File: src/rtl/logistic_pacing_interval_trainer_macros.svh
// ----------------------------------------------------------------------------
// logistic_pacing_interval_trainer_macros
// Assertion helpers for the pacing trainer RTL.
// ----------------------------------------------------------------------------
`ifndef LOGISTIC_PACING_INTERVAL_TRAINER_MACROS_SVH
`define LOGISTIC_PACING_INTERVAL_TRAINER_MACROS_SVH

// same-cycle implication, checked out of reset
`define LPIT_ASSERT_SAME(lbl, ante, cons, msg) \
  lbl: assert property (@(posedge clk) disable iff (rst) (ante) |-> (cons)) \
    else $error(msg);

// next-cycle implication, checked out of reset
`define LPIT_ASSERT_NEXT(lbl, ante, cons, msg) \
  lbl: assert property (@(posedge clk) disable iff (rst) (ante) |=> (cons)) \
    else $error(msg);

`endif

File: src/rtl/lpit_pkg.sv
// ----------------------------------------------------------------------------
// lpit_pkg
// Types, constants and command codes of the pacing interval trainer.
// ----------------------------------------------------------------------------
package lpit_pkg;

  localparam logic [32:0] ONE_Q32    = 33'h1_0000_0000;
  localparam logic [31:0] LN2_Q32    = 32'hB172_17F8;
  localparam logic [33:0] LOG2_3_Q32 = 34'h1_95C0_1A3A;
  localparam logic [32:0] LOG2_E_Q32 = 33'h1_7154_7653;
  localparam logic [20:0] OUT_MAX    = 21'd2000000;
  localparam logic [5:0]  EXP_SHIFT_MAX = 6'd40;
  localparam logic [3:0]  TAYLOR_STEPS  = 4'd12;

  // register reset values
  localparam logic [19:0] FRAME_RESET    = 20'd40000;
  localparam logic [23:0] GROWTH_RESET   = 24'd0;
  localparam logic [23:0] UPPER_RESET    = 24'd655360;
  localparam logic [23:0] POSITION_RESET = 24'd327680;

  // register indexes (paddr[3:2])
  localparam logic [1:0] REG_FRAME  = 2'd0;
  localparam logic [1:0] REG_GROWTH = 2'd1;
  localparam logic [1:0] REG_UPPER  = 2'd2;

  // datapath commands
  typedef enum logic [4:0] {
    OP_NOP, OP_LOAD, OP_MUL_T3, OP_SET_TW, OP_MUL_V, OP_SET_V, OP_MUL_VR,
    OP_MUL_RK, OP_CORR, OP_EXP_FIN, OP_DIV_W_INIT, OP_DIV_STEP, OP_MUL_SH,
    OP_UPD_POS, OP_MUL_Z, OP_SET_Z, OP_MUL_ZL, OP_SET_ACC, OP_MUL_ZH,
    OP_SET_TI, OP_MUL_DEN, OP_DIV_I_INIT, OP_LOAD_OUT
  } lpit_op_t;

  typedef struct packed {
    lpit_op_t   op;
    logic [3:0] k;
  } lpit_cmd_t;

  typedef struct packed {
    logic in_zero;
  } lpit_sts_t;

  // ceil(2^35 / k) for the series divisors
  function automatic logic [35:0] recip_k(input logic [3:0] k);
    logic [35:0] r;
    unique case (k)
      4'd1:    r = 36'h8_0000_0000;
      4'd2:    r = 36'h4_0000_0000;
      4'd3:    r = 36'h2_AAAA_AAAB;
      4'd4:    r = 36'h2_0000_0000;
      4'd5:    r = 36'h1_9999_999A;
      4'd6:    r = 36'h1_5555_5556;
      4'd7:    r = 36'h1_2492_4925;
      4'd8:    r = 36'h1_0000_0000;
      4'd9:    r = 36'h0_E38E_38E4;
      4'd10:   r = 36'h0_CCCC_CCCD;
      4'd11:   r = 36'h0_BA2E_8BA3;
      4'd12:   r = 36'h0_AAAA_AAAB;
      default: r = 36'h8_0000_0000;
    endcase
    return r;
  endfunction

endpackage

File: src/rtl/lpit_ctrl.sv
// ----------------------------------------------------------------------------
// lpit_ctrl
// Sequencer that steps the datapath through one coefficient update.
// ----------------------------------------------------------------------------
module lpit_ctrl (
  input  logic               clk,
  input  logic               rst,
  input  logic               s_tvalid,
  output logic               s_tready,
  output logic               m_tvalid,
  input  logic               m_tready,
  input  lpit_pkg::lpit_sts_t sts,
  output lpit_pkg::lpit_cmd_t cmd
);
  import lpit_pkg::*;

  typedef enum logic [4:0] {
    ST_IDLE, ST_T3, ST_TSET_W, ST_MV, ST_SETV, ST_VR, ST_RK, ST_CORR,
    ST_EFIN, ST_DIVW_SET, ST_DIV, ST_SH_MUL, ST_SH_UPD, ST_Z_MUL, ST_Z_SET,
    ST_ZL_MUL, ST_ZL_ACC, ST_ZH_MUL, ST_TSET_I, ST_DEN_MUL, ST_DIVI_SET,
    ST_OUT
  } state_t;

  state_t     state;
  logic [3:0] k;
  logic [4:0] cnt;
  logic       phase;   // 0: weight pass, 1: interval pass
  logic       out_free;

  assign s_tready = (state == ST_IDLE);
  assign out_free = !m_tvalid || m_tready;

  // command decode
  always_comb begin
    cmd.k  = k;
    cmd.op = OP_NOP;
    unique case (state)
      ST_IDLE:     cmd.op = OP_LOAD;
      ST_T3:       cmd.op = OP_MUL_T3;
      ST_TSET_W:   cmd.op = OP_SET_TW;
      ST_MV:       cmd.op = OP_MUL_V;
      ST_SETV:     cmd.op = OP_SET_V;
      ST_VR:       cmd.op = OP_MUL_VR;
      ST_RK:       cmd.op = OP_MUL_RK;
      ST_CORR:     cmd.op = OP_CORR;
      ST_EFIN:     cmd.op = OP_EXP_FIN;
      ST_DIVW_SET: cmd.op = OP_DIV_W_INIT;
      ST_DIV:      cmd.op = OP_DIV_STEP;
      ST_SH_MUL:   cmd.op = OP_MUL_SH;
      ST_SH_UPD:   cmd.op = OP_UPD_POS;
      ST_Z_MUL:    cmd.op = OP_MUL_Z;
      ST_Z_SET:    cmd.op = OP_SET_Z;
      ST_ZL_MUL:   cmd.op = OP_MUL_ZL;
      ST_ZL_ACC:   cmd.op = OP_SET_ACC;
      ST_ZH_MUL:   cmd.op = OP_MUL_ZH;
      ST_TSET_I:   cmd.op = OP_SET_TI;
      ST_DEN_MUL:  cmd.op = OP_MUL_DEN;
      ST_DIVI_SET: cmd.op = OP_DIV_I_INIT;
      ST_OUT:      cmd.op = out_free ? OP_LOAD_OUT : OP_NOP;
      default:     cmd.op = OP_NOP;
    endcase
  end

  // state, counters and output valid
  always_ff @(posedge clk) begin
    if (rst) begin
      state    <= ST_IDLE;
      k        <= TAYLOR_STEPS;
      cnt      <= '0;
      phase    <= 1'b0;
      m_tvalid <= 1'b0;
    end else begin
      if (m_tready && !(state == ST_OUT && out_free)) m_tvalid <= 1'b0;
      unique case (state)
        ST_IDLE: begin
          if (s_tvalid && !sts.in_zero) begin
            phase <= 1'b0;
            state <= ST_T3;
          end
        end
        ST_T3:     state <= ST_TSET_W;
        ST_TSET_W: state <= ST_MV;
        ST_MV:     state <= ST_SETV;
        ST_SETV: begin
          k     <= TAYLOR_STEPS;
          state <= ST_VR;
        end
        ST_VR:     state <= ST_RK;
        ST_RK:     state <= ST_CORR;
        ST_CORR: begin
          if (k == 4'd1) begin
            state <= ST_EFIN;
          end else begin
            k     <= k - 4'd1;
            state <= ST_VR;
          end
        end
        ST_EFIN:   state <= phase ? ST_DEN_MUL : ST_DIVW_SET;
        ST_DIVW_SET: begin
          cnt   <= 5'd31;
          state <= ST_DIV;
        end
        ST_DIV: begin
          cnt <= cnt - 5'd1;
          if (cnt == 5'd0) state <= phase ? ST_OUT : ST_SH_MUL;
        end
        ST_SH_MUL: state <= ST_SH_UPD;
        ST_SH_UPD: state <= ST_Z_MUL;
        ST_Z_MUL:  state <= ST_Z_SET;
        ST_Z_SET:  state <= ST_ZL_MUL;
        ST_ZL_MUL: state <= ST_ZL_ACC;
        ST_ZL_ACC: state <= ST_ZH_MUL;
        ST_ZH_MUL: state <= ST_TSET_I;
        ST_TSET_I: begin
          phase <= 1'b1;
          state <= ST_MV;
        end
        ST_DEN_MUL: state <= ST_DIVI_SET;
        ST_DIVI_SET: begin
          cnt   <= 5'd20;
          state <= ST_DIV;
        end
        ST_OUT: begin
          if (out_free) begin
            m_tvalid <= 1'b1;
            state    <= ST_IDLE;
          end
        end
        default: state <= ST_IDLE;
      endcase
    end
  end

endmodule

File: src/rtl/lpit_dp.sv
// ----------------------------------------------------------------------------
// lpit_dp
// Shared multiplier, exp series, restoring divider and position register.
// ----------------------------------------------------------------------------
module lpit_dp (
  input  logic                clk,
  input  logic                rst,
  input  lpit_pkg::lpit_cmd_t cmd,
  input  logic [15:0]         coefficient,
  input  logic [19:0]         frame_interval_us,
  input  logic [23:0]         master_growth,
  input  logic [23:0]         interval_upper,
  output lpit_pkg::lpit_sts_t sts,
  output logic [20:0]         pacing_interval_us
);
  import lpit_pkg::*;

  logic        neg;
  logic [15:0] mag;
  logic [67:0] mul_p;
  logic [67:0] prod;
  logic [31:0] ma;
  logic [35:0] mb;
  logic [5:0]  exp_n;
  logic [31:0] exp_f;
  logic [31:0] v_q;
  logic [31:0] x_q;
  logic [32:0] r_q;
  logic [32:0] e_q;
  logic [32:0] acc;
  logic [55:0] rem;
  logic [55:0] den;
  logic [31:0] nl;
  logic [23:0] pos;
  logic [47:0] z;

  logic [20:0] two_s;
  logic [20:0] two_s_m1;
  logic [23:0] d_sel;
  logic [32:0] q_est;
  logic [36:0] qk;
  logic [32:0] q_fix;
  logic [17:0] tw_p;
  logic [5:0]  n_w;
  logic [49:0] ti_sum;
  logic [13:0] ti_n;
  logic [5:0]  n_i;
  logic [56:0] dv_t;
  logic [56:0] dv_d;
  logic        dv_ge;
  logic [23:0] shift;

  assign sts.in_zero = (coefficient == 16'd0);

  assign two_s    = {frame_interval_us, 1'b0};
  assign two_s_m1 = two_s - 21'd1;
  assign d_sel    = neg ? (interval_upper - pos) : pos;

  // series divide by k: reciprocal estimate, then one correction
  assign q_est = mul_p[67:35];
  assign qk    = {4'b0, q_est} * {33'b0, cmd.k};
  assign q_fix = (qk > {5'b0, x_q}) ? (q_est - 33'd1) : q_est;

  // exponent split for the weight pass
  assign tw_p = mul_p[49:32];
  assign n_w  = (tw_p[17:12] >= EXP_SHIFT_MAX) ? EXP_SHIFT_MAX : tw_p[17:12];

  // exponent split for the interval pass
  assign ti_sum = {1'b0, mul_p[48:0]} + {17'b0, acc};
  assign ti_n   = ti_sum[49:36];
  assign n_i    = (ti_n >= {8'b0, EXP_SHIFT_MAX}) ? EXP_SHIFT_MAX : ti_n[5:0];

  // restoring divider step
  assign dv_t  = {rem, nl[31]};
  assign dv_ge = (dv_t >= {1'b0, den});
  assign dv_d  = dv_t - {1'b0, den};

  assign shift = mul_p[55:32];

  // multiplier operand select
  always_comb begin
    ma = '0;
    mb = '0;
    unique case (cmd.op)
      OP_MUL_T3:  begin ma = {16'b0, mag};           mb = {2'b0, LOG2_3_Q32}; end
      OP_MUL_V:   begin ma = exp_f;                  mb = {4'b0, LN2_Q32};    end
      OP_MUL_VR:  begin ma = v_q;                    mb = {3'b0, r_q};        end
      OP_MUL_RK:  begin ma = mul_p[63:32];           mb = recip_k(cmd.k);     end
      OP_MUL_SH:  begin ma = {8'b0, d_sel};          mb = {4'b0, nl};         end
      OP_MUL_Z:   begin ma = {8'b0, master_growth};  mb = {12'b0, pos};       end
      OP_MUL_ZL:  begin ma = z[31:0];                mb = {3'b0, LOG2_E_Q32}; end
      OP_MUL_ZH:  begin ma = {16'b0, z[47:32]};      mb = {3'b0, LOG2_E_Q32}; end
      OP_MUL_DEN: begin ma = {11'b0, two_s_m1};      mb = {3'b0, e_q};        end
      default:    begin ma = '0;                     mb = '0;                 end
    endcase
  end

  assign prod = {36'b0, ma} * {32'b0, mb};

  // position state
  always_ff @(posedge clk) begin
    if (rst) begin
      pos <= POSITION_RESET;
    end else if (cmd.op == OP_UPD_POS) begin
      if (!neg) pos <= pos - shift;
      else if (pos < interval_upper) pos <= pos + shift;
    end
  end

  // datapath registers
  always_ff @(posedge clk) begin
    unique case (cmd.op)
      OP_LOAD: begin
        neg <= coefficient[15];
        mag <= coefficient[15] ? (16'd0 - coefficient) : coefficient;
      end
      OP_MUL_T3, OP_MUL_V, OP_MUL_VR, OP_MUL_SH, OP_MUL_Z, OP_MUL_ZL,
      OP_MUL_ZH, OP_MUL_DEN: begin
        mul_p <= prod;
      end
      OP_MUL_RK: begin
        x_q   <= mul_p[63:32];
        mul_p <= prod;
      end
      OP_SET_TW: begin
        exp_n <= n_w;
        exp_f <= {tw_p[11:0], 20'b0};
      end
      OP_SET_V: begin
        v_q <= mul_p[63:32];
        r_q <= ONE_Q32;
      end
      OP_CORR: begin
        r_q <= ONE_Q32 - q_fix;
      end
      OP_EXP_FIN: begin
        e_q <= (exp_n >= EXP_SHIFT_MAX) ? 33'd0 : (r_q >> exp_n);
      end
      OP_DIV_W_INIT: begin
        den <= {23'b0, ONE_Q32 + e_q};
        rem <= {23'b0, ONE_Q32 - e_q};
        nl  <= '0;
      end
      OP_DIV_STEP: begin
        rem <= dv_ge ? dv_d[55:0] : dv_t[55:0];
        nl  <= {nl[30:0], dv_ge};
      end
      OP_SET_Z: begin
        z <= mul_p[47:0];
      end
      OP_SET_ACC: begin
        acc <= mul_p[64:32];
      end
      OP_SET_TI: begin
        exp_n <= n_i;
        exp_f <= ti_sum[35:4];
      end
      OP_DIV_I_INIT: begin
        den <= {1'b0, mul_p[54:0]} + {23'b0, ONE_Q32};
        rem <= {24'b0, two_s, 11'b0};
        nl  <= '0;
      end
      OP_LOAD_OUT: begin
        if (two_s == 21'd0) pacing_interval_us <= 21'd0;
        else if (nl[20:0] > OUT_MAX) pacing_interval_us <= OUT_MAX;
        else pacing_interval_us <= nl[20:0];
      end
      default: begin
      end
    endcase
  end

endmodule

File: src/rtl/logistic_pacing_interval_trainer.sv
// ----------------------------------------------------------------------------
// logistic_pacing_interval_trainer
// Per-frame pacing interval from a signed regression coefficient.
// ----------------------------------------------------------------------------
// Input stream s_*: one Q4.12 coefficient per transaction in s_tdata.
// A zero coefficient is accepted and gives no output.
// Any other coefficient updates the stored position and then presents the
// pacing interval on the m_* stream; s_tready rises again as the result is
// loaded, so no new item is taken before the last one is through. The work
// runs the 12-step exp series (on one shared multiplier, run twice) and the
// bit-serial divider (32 steps for the weight, 21 for the interval).
// The result sits in an output register: if the receiver stalls, the block
// holds the finished work until the register is free, then accepts again.
// Registers frame_interval_us (0x0), master_growth (0x4) and interval_upper
// (0x8) are written over the APB port; the user must write them only while
// idle, and the block itself does not enforce this. Reset restores register
// defaults and sets the position to 5.0 (Q8.16).
// ----------------------------------------------------------------------------
`include "logistic_pacing_interval_trainer_macros.svh"

module logistic_pacing_interval_trainer (
  input  logic        clk,
  input  logic        rst,
  input  logic        s_tvalid,
  output logic        s_tready,
  input  logic [15:0] s_tdata,   // [15:0] coefficient
  output logic        m_tvalid,
  input  logic        m_tready,
  output logic [23:0] m_tdata,   // [20:0] pacing_interval_us, [23:21] zero
  input  logic        psel,
  input  logic        penable,
  input  logic        pwrite,
  input  logic [3:0]  paddr,
  input  logic [31:0] pwdata,
  output logic [31:0] prdata,
  output logic        pready
);
  import lpit_pkg::*;

  logic [19:0] frame_interval_us;
  logic [23:0] master_growth;
  logic [23:0] interval_upper;
  logic [20:0] pacing_interval_us;
  lpit_cmd_t   cmd;
  lpit_sts_t   sts;

  assign pready  = 1'b1;
  assign m_tdata = {3'b0, pacing_interval_us};

  // configuration registers
  always_ff @(posedge clk) begin
    if (rst) begin
      frame_interval_us <= FRAME_RESET;
      master_growth     <= GROWTH_RESET;
      interval_upper    <= UPPER_RESET;
    end else if (psel && penable && pwrite && pready) begin
      unique case (paddr[3:2])
        REG_FRAME:  frame_interval_us <= pwdata[19:0];
        REG_GROWTH: master_growth     <= pwdata[23:0];
        REG_UPPER:  interval_upper    <= pwdata[23:0];
        default: begin
        end
      endcase
    end
  end

  // register readback
  always_comb begin
    unique case (paddr[3:2])
      REG_FRAME:  prdata = {12'b0, frame_interval_us};
      REG_GROWTH: prdata = {8'b0, master_growth};
      REG_UPPER:  prdata = {8'b0, interval_upper};
      default:    prdata = 32'd0;
    endcase
  end

  lpit_ctrl u_ctrl (
    .clk      (clk),
    .rst      (rst),
    .s_tvalid (s_tvalid),
    .s_tready (s_tready),
    .m_tvalid (m_tvalid),
    .m_tready (m_tready),
    .sts      (sts),
    .cmd      (cmd)
  );

  lpit_dp u_dp (
    .clk                (clk),
    .rst                (rst),
    .cmd                (cmd),
    .coefficient        (s_tdata),
    .frame_interval_us  (frame_interval_us),
    .master_growth      (master_growth),
    .interval_upper     (interval_upper),
    .sts                (sts),
    .pacing_interval_us (pacing_interval_us)
  );

  // checks
  `LPIT_ASSERT_SAME(a_out_range, m_tvalid, m_tdata <= 24'd2000000, "output out of range")
  `LPIT_ASSERT_NEXT(a_busy_after_item, s_tvalid && s_tready && (s_tdata != 16'd0), !s_tready, "took item while busy")
  `LPIT_ASSERT_NEXT(a_zero_no_work, s_tvalid && s_tready && (s_tdata == 16'd0), s_tready, "zero item started work")

endmodule
File: config.mk
export PLATFORM = sky130hd
export DESIGN_NAME = logistic_pacing_interval_trainer
export DESIGN_NICKNAME = d
export VERILOG_FILES = /design/src/rtl/lpit_pkg.sv /design/src/rtl/lpit_ctrl.sv /design/src/rtl/lpit_dp.sv /design/src/rtl/logistic_pacing_interval_trainer.sv
export VERILOG_INCLUDE_DIRS = /design/src /design/src/rtl
export SDC_FILE = /design/constraint.sdc
export NUM_CORES = 2
export LEC_CHECK = 0
export BUFFER_PORTS_ARGS = -buffer_cell sky130_fd_sc_hd__buf_2
export CAP_MARGIN = 20
export CORE_MARGIN = 3
export CORE_UTILIZATION = 41
export CTS_CLUSTER_DIAMETER = 40
export CTS_CLUSTER_SIZE = 16
export DETAILED_ROUTE_END_ITERATION = 8
export PLACE_DENSITY = 0.63
export SETUP_SLACK_MARGIN = 0.3
export SLEW_MARGIN = 20
export SYNTH_ARGS = -nofsm -noshare
export SYNTH_HDL_FRONTEND = slang
export SYNTH_SLANG_ARGS = --single-unit
File: constraint.sdc
create_clock -name clk -period 22.2 [get_ports clk]
set_input_delay 4.44 -clock clk [delete_from_list [all_inputs] [get_ports clk]]
set_output_delay 4.44 -clock clk [all_outputs]
set_load 0.02 [all_outputs]
; After elaboration in Yosys (flattened, before gate mapping)
; Memories as Yosys holds them, arrays and structs flattened. A register that Yosys moved wholly into a read port is not among the register bits.
; Cells that the tools add are included.
[word_totals]
ff_bits = 607
latch_bits = 0
ram_bits = 0
romBits = 576
in_bits = 59
out_inout_bits = 59
n_memories = 1
[memory_table]
columns = name, words, width, rd, rd_clocked_by_memory_dff, wr, line_no
row1 = (name not given), 16, 36, 1, 1, 0, lpit_pkg.sv:46  ; unique case (k)
[op_classes]
n_addsub = 14
mul = 2
div = 0
magnitude_cmp = 7
n_eq_ne = 51
n_shift = 1
muxes = 37
bitwise_logic = 0
n_reduce_logical = 35
[op_table]
columns = op, count
row1 = $pmux W32 S9, 1
row2 = $pmux W36 S8, 1
row3 = $pmux W56 S3, 1
row4 = $pmux W32 S2, 2
row5 = $pmux W56 S2, 1
row6 = $pmux W5 S22, 1
row7 = $pmux W5 S20, 1
row8 = $eq A5 B4 Y1 const B, 16
row9 = $mux W24, 3
row10 = $pmux W24 S3, 1
row11 = $mul A32 B36 Y68, 1
row12 = $pmux W33 S2, 1
row13 = $sub A33 B33 Y33 const A, 2
row14 = $eq A5 B5 Y1 const B, 13
row15 = $ge A57 B56 Y1, 1
row16 = $add A55 B33 Y56 const B, 1
row17 = $mux W56, 1
row18 = $sub A56 B56 Y56, 1
row19 = $add A49 B33 Y50, 1
row20 = $sub A24 B24 Y24, 2
row21 = $eq A5 B3 Y1 const B, 8
row22 = $gt A37 B32 Y1, 1
row23 = $mul A33 B4 Y37, 1
row24 = $add A33 B33 Y33 const A, 1
row25 = 42 further kinds, 84

; Logic depth before layout (Yosys ltp)
[logic_depth]
depth_word = 8
ltp_mapped = 49
ltp_nobuf = 48

; Cells and area by module
; A second synthesis with hierarchy kept.
[unflattened]
cells_unflattened = 8783
area_unflattened_um2 = 78831.9
[by_module_without_submodules]
columns = module, instances, cells_per_inst, area_per_inst_um2
row1 = lpit_dp, 1, 8270, 74197.4
row2 = logistic_pacing_interval_trainer, 1, 348, 3354.5
row3 = lpit_ctrl, 1, 165, 1280.0

; Worst setup path before layout
; OpenSTA, ideal clock, no wires.
[synth_timing]
kind = reg-to-reg
from = register u_dp.pos[0]
to = register u_dp.mul_p[64] (data pin)
setup_time_ps = 158
arrival_ps = 10582
t_required_ps = 22042
path_slack_ps = 11460
path_stages_with_launch = 45
path_buffers = 1
synth_period_minus_slack_ps = 10740
path_cell_list = dfxtp_1 > ha_1 > inv_1 > fa_1 > a21o_1 > a21oi_1 > o21ai_0 > a21oi_1 > o21ai_0 > a21o_1 > a221oi_1 > o21ai_0 > a21oi_1 > o21ai_0 > xnor2_1 > o221a_2 > buf_1 > nor2_1 > [... 9 more ...] > fa_1 > fa_1 > inv_1 > fa_1 > inv_1 > ha_1 > a21o_1 > a21o_1 > a211oi_1 > o2111ai_1 > a21oi_1 > o21ai_0 > a21oi_1 > o21ai_0 > a41oi_1 > o211ai_1 > a2111o_1 > o211ai_1
[synth_between]
elab_chain_len = 4
[synth_lines]
columns = item, line_no
row1 = from (decl), lpit_dp.sv:34  ; logic [23:0] pos;
row2 = from (signal assigned), lpit_dp.sv:105  ; if (!neg) pos <= pos - shift;
row3 = from (signal assigned), lpit_dp.sv:106  ; else if (pos < interval_upper) pos <= pos + shift;
row4 = $sub A24 B24 Y24, lpit_dp.sv:57  ; assign d_sel = neg ? (interval_upper - pos) : pos;
row5 = $mux W24, lpit_dp.sv:57
row6 = $pmux W32 S9, lpit_dp.sv:84  ; unique case (cmd.op)
row7 = $mul A32 B36 Y68 (*), lpit_dp.sv:98  ; assign prod = {36'b0, ma} * {32'b0, mb};
row8 = named net u_dp.prod[64], lpit_dp.sv:21  ; logic [67:0] prod;
row9 = to (signal assigned), lpit_dp.sv:119  ; mul_p <= prod;
row10 = to (signal assigned), lpit_dp.sv:123  ; mul_p <= prod;
row11 = to (decl), lpit_dp.sv:20  ; logic [67:0] mul_p;
; The timed path passes the listed nets; every way through them passes the cells marked *.
; A chain may end at the register's enable or synchronous reset.

; Worst setup path after layout
[layout_timing]
from = register u_dp.pos[0]
to = register u_dp.mul_p[65] (data pin)
; Same word-level chain as after synthesis.

==> metrics.txt <==
status=complete, no violations; Setup Crit Path Kind=flop to flop; Final Slew Violations=0; slowest CP cell=a221oi_1; Slew @ Worst Pin=1.146 ns; TritonCTS Sinks=632; Cells after Synth=8796; largest net degree at the start of global routing=88; CTS H-tree lvls=3; Crit Path Max Fanout=14; RD Place Congestion=0.9850; post-synth top area cell=fa_1; Final setup viols=0; Pwr Density=125.1 nW/µm²; Main synth FF type=edfxtp_1; initial detailed-routing violation count=6382; Slowest Stage Delay on Critical Path=0.71 ns; max_slew headroom=23.63%; crit path capture type=flop; row count=159; # resized after CTS=0; Synth Cell Area=78290 µm²; LEAKAGE=38.70 nW; Die Height=443.0 µm; Async S/R FF share, synth=0%; Period Utilization, post-route=59.97%; DP HPWL=219000 µm; Initial Util=41.47%; share of cells above drive strength 1=7.268%; Detail Route Antenna Nets=0; Distinct cells, synth=90; DRC=0; Core Box Area=188800 µm²; Reg clk slew, reported paths=0.07 ns; Num CTS Buffers=98; Critical Path Start Type=flop; Yosys reg bits=632; final core utilization=45.44%; initial antenna violation count=12; full die area=196200 µm²; Fmax achieved=75.11 MHz; final-report hold violation count=0; top cells by area, synth=fa_1, edfxtp_1, ha_1; total congestion overflow=0; CTS tree=built; Clk Latency, worst-skew pair=0.75 ns; Final nets=10.35k; via total after detailed routing=64.85k; drt first pass iters=8; cts hold-fix bufs=0; Avg Inst Size Synth=8.901 µm²; routed len/inst=25.15 µm; postcts setup bufs=0; Required @ worst endpoint=22.68 ns; Total GRT Usage=28.65%; setup TNS=0 ns; worst vdd ir=0.00008249 V; Die X-Extent=443.0 µm; Yosys top cell area share=27.64%; Hold WS=0.4941 ns; I/O Buffers=95; Total Wirelength=284400 µm; CP Data Arrival Time=13.80 ns; CTS Buffer Depth=3; Hold Path Class=flop to flop; CTS root buf=clkbuf_16; Crit path top cell by count=fa_1; Seq/Total Area, Yosys=22.54%; Tmin final=13.31 ns; Layout Area Growth over Synthesis=9.581%; first-pass GRT wire length=419900 µm; DR vias/cell=5.734; max_cap viols=0; RSZ-0062 raised after global routing=false; vias in the first global route=64.84k; io pins=118; Syn. warnings=0; Post-synth EDFFs=499; Setup Skew=0.04920 ns
[flip-flops by register name (all words and copies together) (netlist names), 33 cells and up, named ones only]
| register | cells |
|---|---|
| u_dp.acc | 33 |
| u_dp.den | 56 |
| u_dp.e_q | 33 |
| u_dp.mul_p | 68 |
| u_dp.r_q | 33 |
| u_dp.rem | 56 |
| u_dp.z | 48 |
[stage by stage]
step	total power [W]	worst slack (ns)	area, µm²	cells
CTS	0.01067	9.027	85690	11297
global route	0.01148	8.482	85770	11302
finish	0.01073	8.886	85790	11310
detailed placement	0.008957	9.095	82090	11111
floorplan	0.006511	11.46	78330	8806
global placement	0.008814	9.009	82080	11110
[worst max-delay path: cells and delay by family (launching register included)]
kind | cells | cell delay [ns]
AND/OR/NAND/NOR | 2 | 0.39
buffers and inverters | 8 | 0.65
adder cells (fa/ha/maj) | 11 | 5.15
flip-flops | 1 | 0.63
AO/OA/AOI/OAI | 23 | 5.52
XOR/XNOR | 2 | 0.66
[cell usage after synthesis (16+ instances only)]
cell,count
nand4_1,53
o31ai_1,17
nor3_1,109
inv_1,1352
dfxtp_1,133
edfxtp_1,499
a222oi_1,16
o21ai_0,237
nor4_1,39
o21a_1,35
and2_1,89
ha_1,493
o21bai_1,35
buf_1,51
xor2_1,146
a31oi_1,37
fa_1,1081
nand2b_1,61
xnor2_1,207
or3_1,60
nand3_1,111
a221o_1,43
a22oi_1,44
a21o_1,134
or2_2,34
a22o_1,32
mux2i_1,89
nor2b_1,85
mux4_2,17
o211ai_1,24
or4_1,19
a21oi_1,413
nand2_1,1242
and3_1,34
a221oi_1,34
nor2_1,1009
clkbuf_1,412
a211oi_1,39
[power breakdown]
group | internal (W) | switching [W]
logic | 0.00242 | 0.00479
registers | 0.00163 | 0.000210
clock network | 0.000995 | 0.000682
[cell families after synthesis]
family	count (synthesis)	share of synthesized area (%)
simple gates	2995	16.61
buf+inv	1840	8.921
fa+ha+maj	1574	35.52
compound gates	1284	10.68
flops	632	22.54
xor+xnor	353	3.949
mux	116	1.771
other cells	2	0.009593
[layout by cell type (no fill, tap or decap), types with 102 or more instances in the layout]
cell type	Yosys	layout
edfxtp_1	499	499
dfxtp_1	133	132
inv_1	1352	1350
o21ai_0	237	234
nand2_1	1242	1241
nand3_1	111	110
nor2_1	1009	994
clkbuf_16	0	102
fa_1	1081	1081
a21oi_1	413	403
xor2_1	146	146
ha_1	493	493
a21o_1	134	134
buf_4	12	198
xnor2_1	207	207
[cell type report]
cell class | instances | area [µm²]
antenna | 9 | 22.52
clock buffer | 108 | 2585
timing repair buffer | 297 | 2037
inverter | 1357 | 5094
fill | 18162 | 103000
multi-input combinational | 6334 | 54270
clock inverter | 78 | 1015
sequential | 632 | 17650
tap | 2495 | 3122
[routing by layer]
layer	vias up	track usage (%)	share of wire (%)
met5	-	0	0.022
met4	8	18.13	7.4
met3	756	5.769	9.0
met2	3216	44.99	45
met1	32600	36.19	39
li1	28273	-	-
[path summary, 6_finish.rpt]
check | startpoint | to | slack (ns) | depth (start not counted)
worst max-delay path | u_dp.pos[0] | u_dp.mul_p[65] | 8.89 | 46
worst min-delay path | interval_upper[0] | interval_upper[0] | 0.49 | 2
worst max register to register | u_dp.pos[0] | u_dp.mul_p[65] | 8.89 | 46
worst min register to register | interval_upper[0] | interval_upper[0] | 0.49 | 2
No activity file was read; power rests on OpenSTA's default activity.
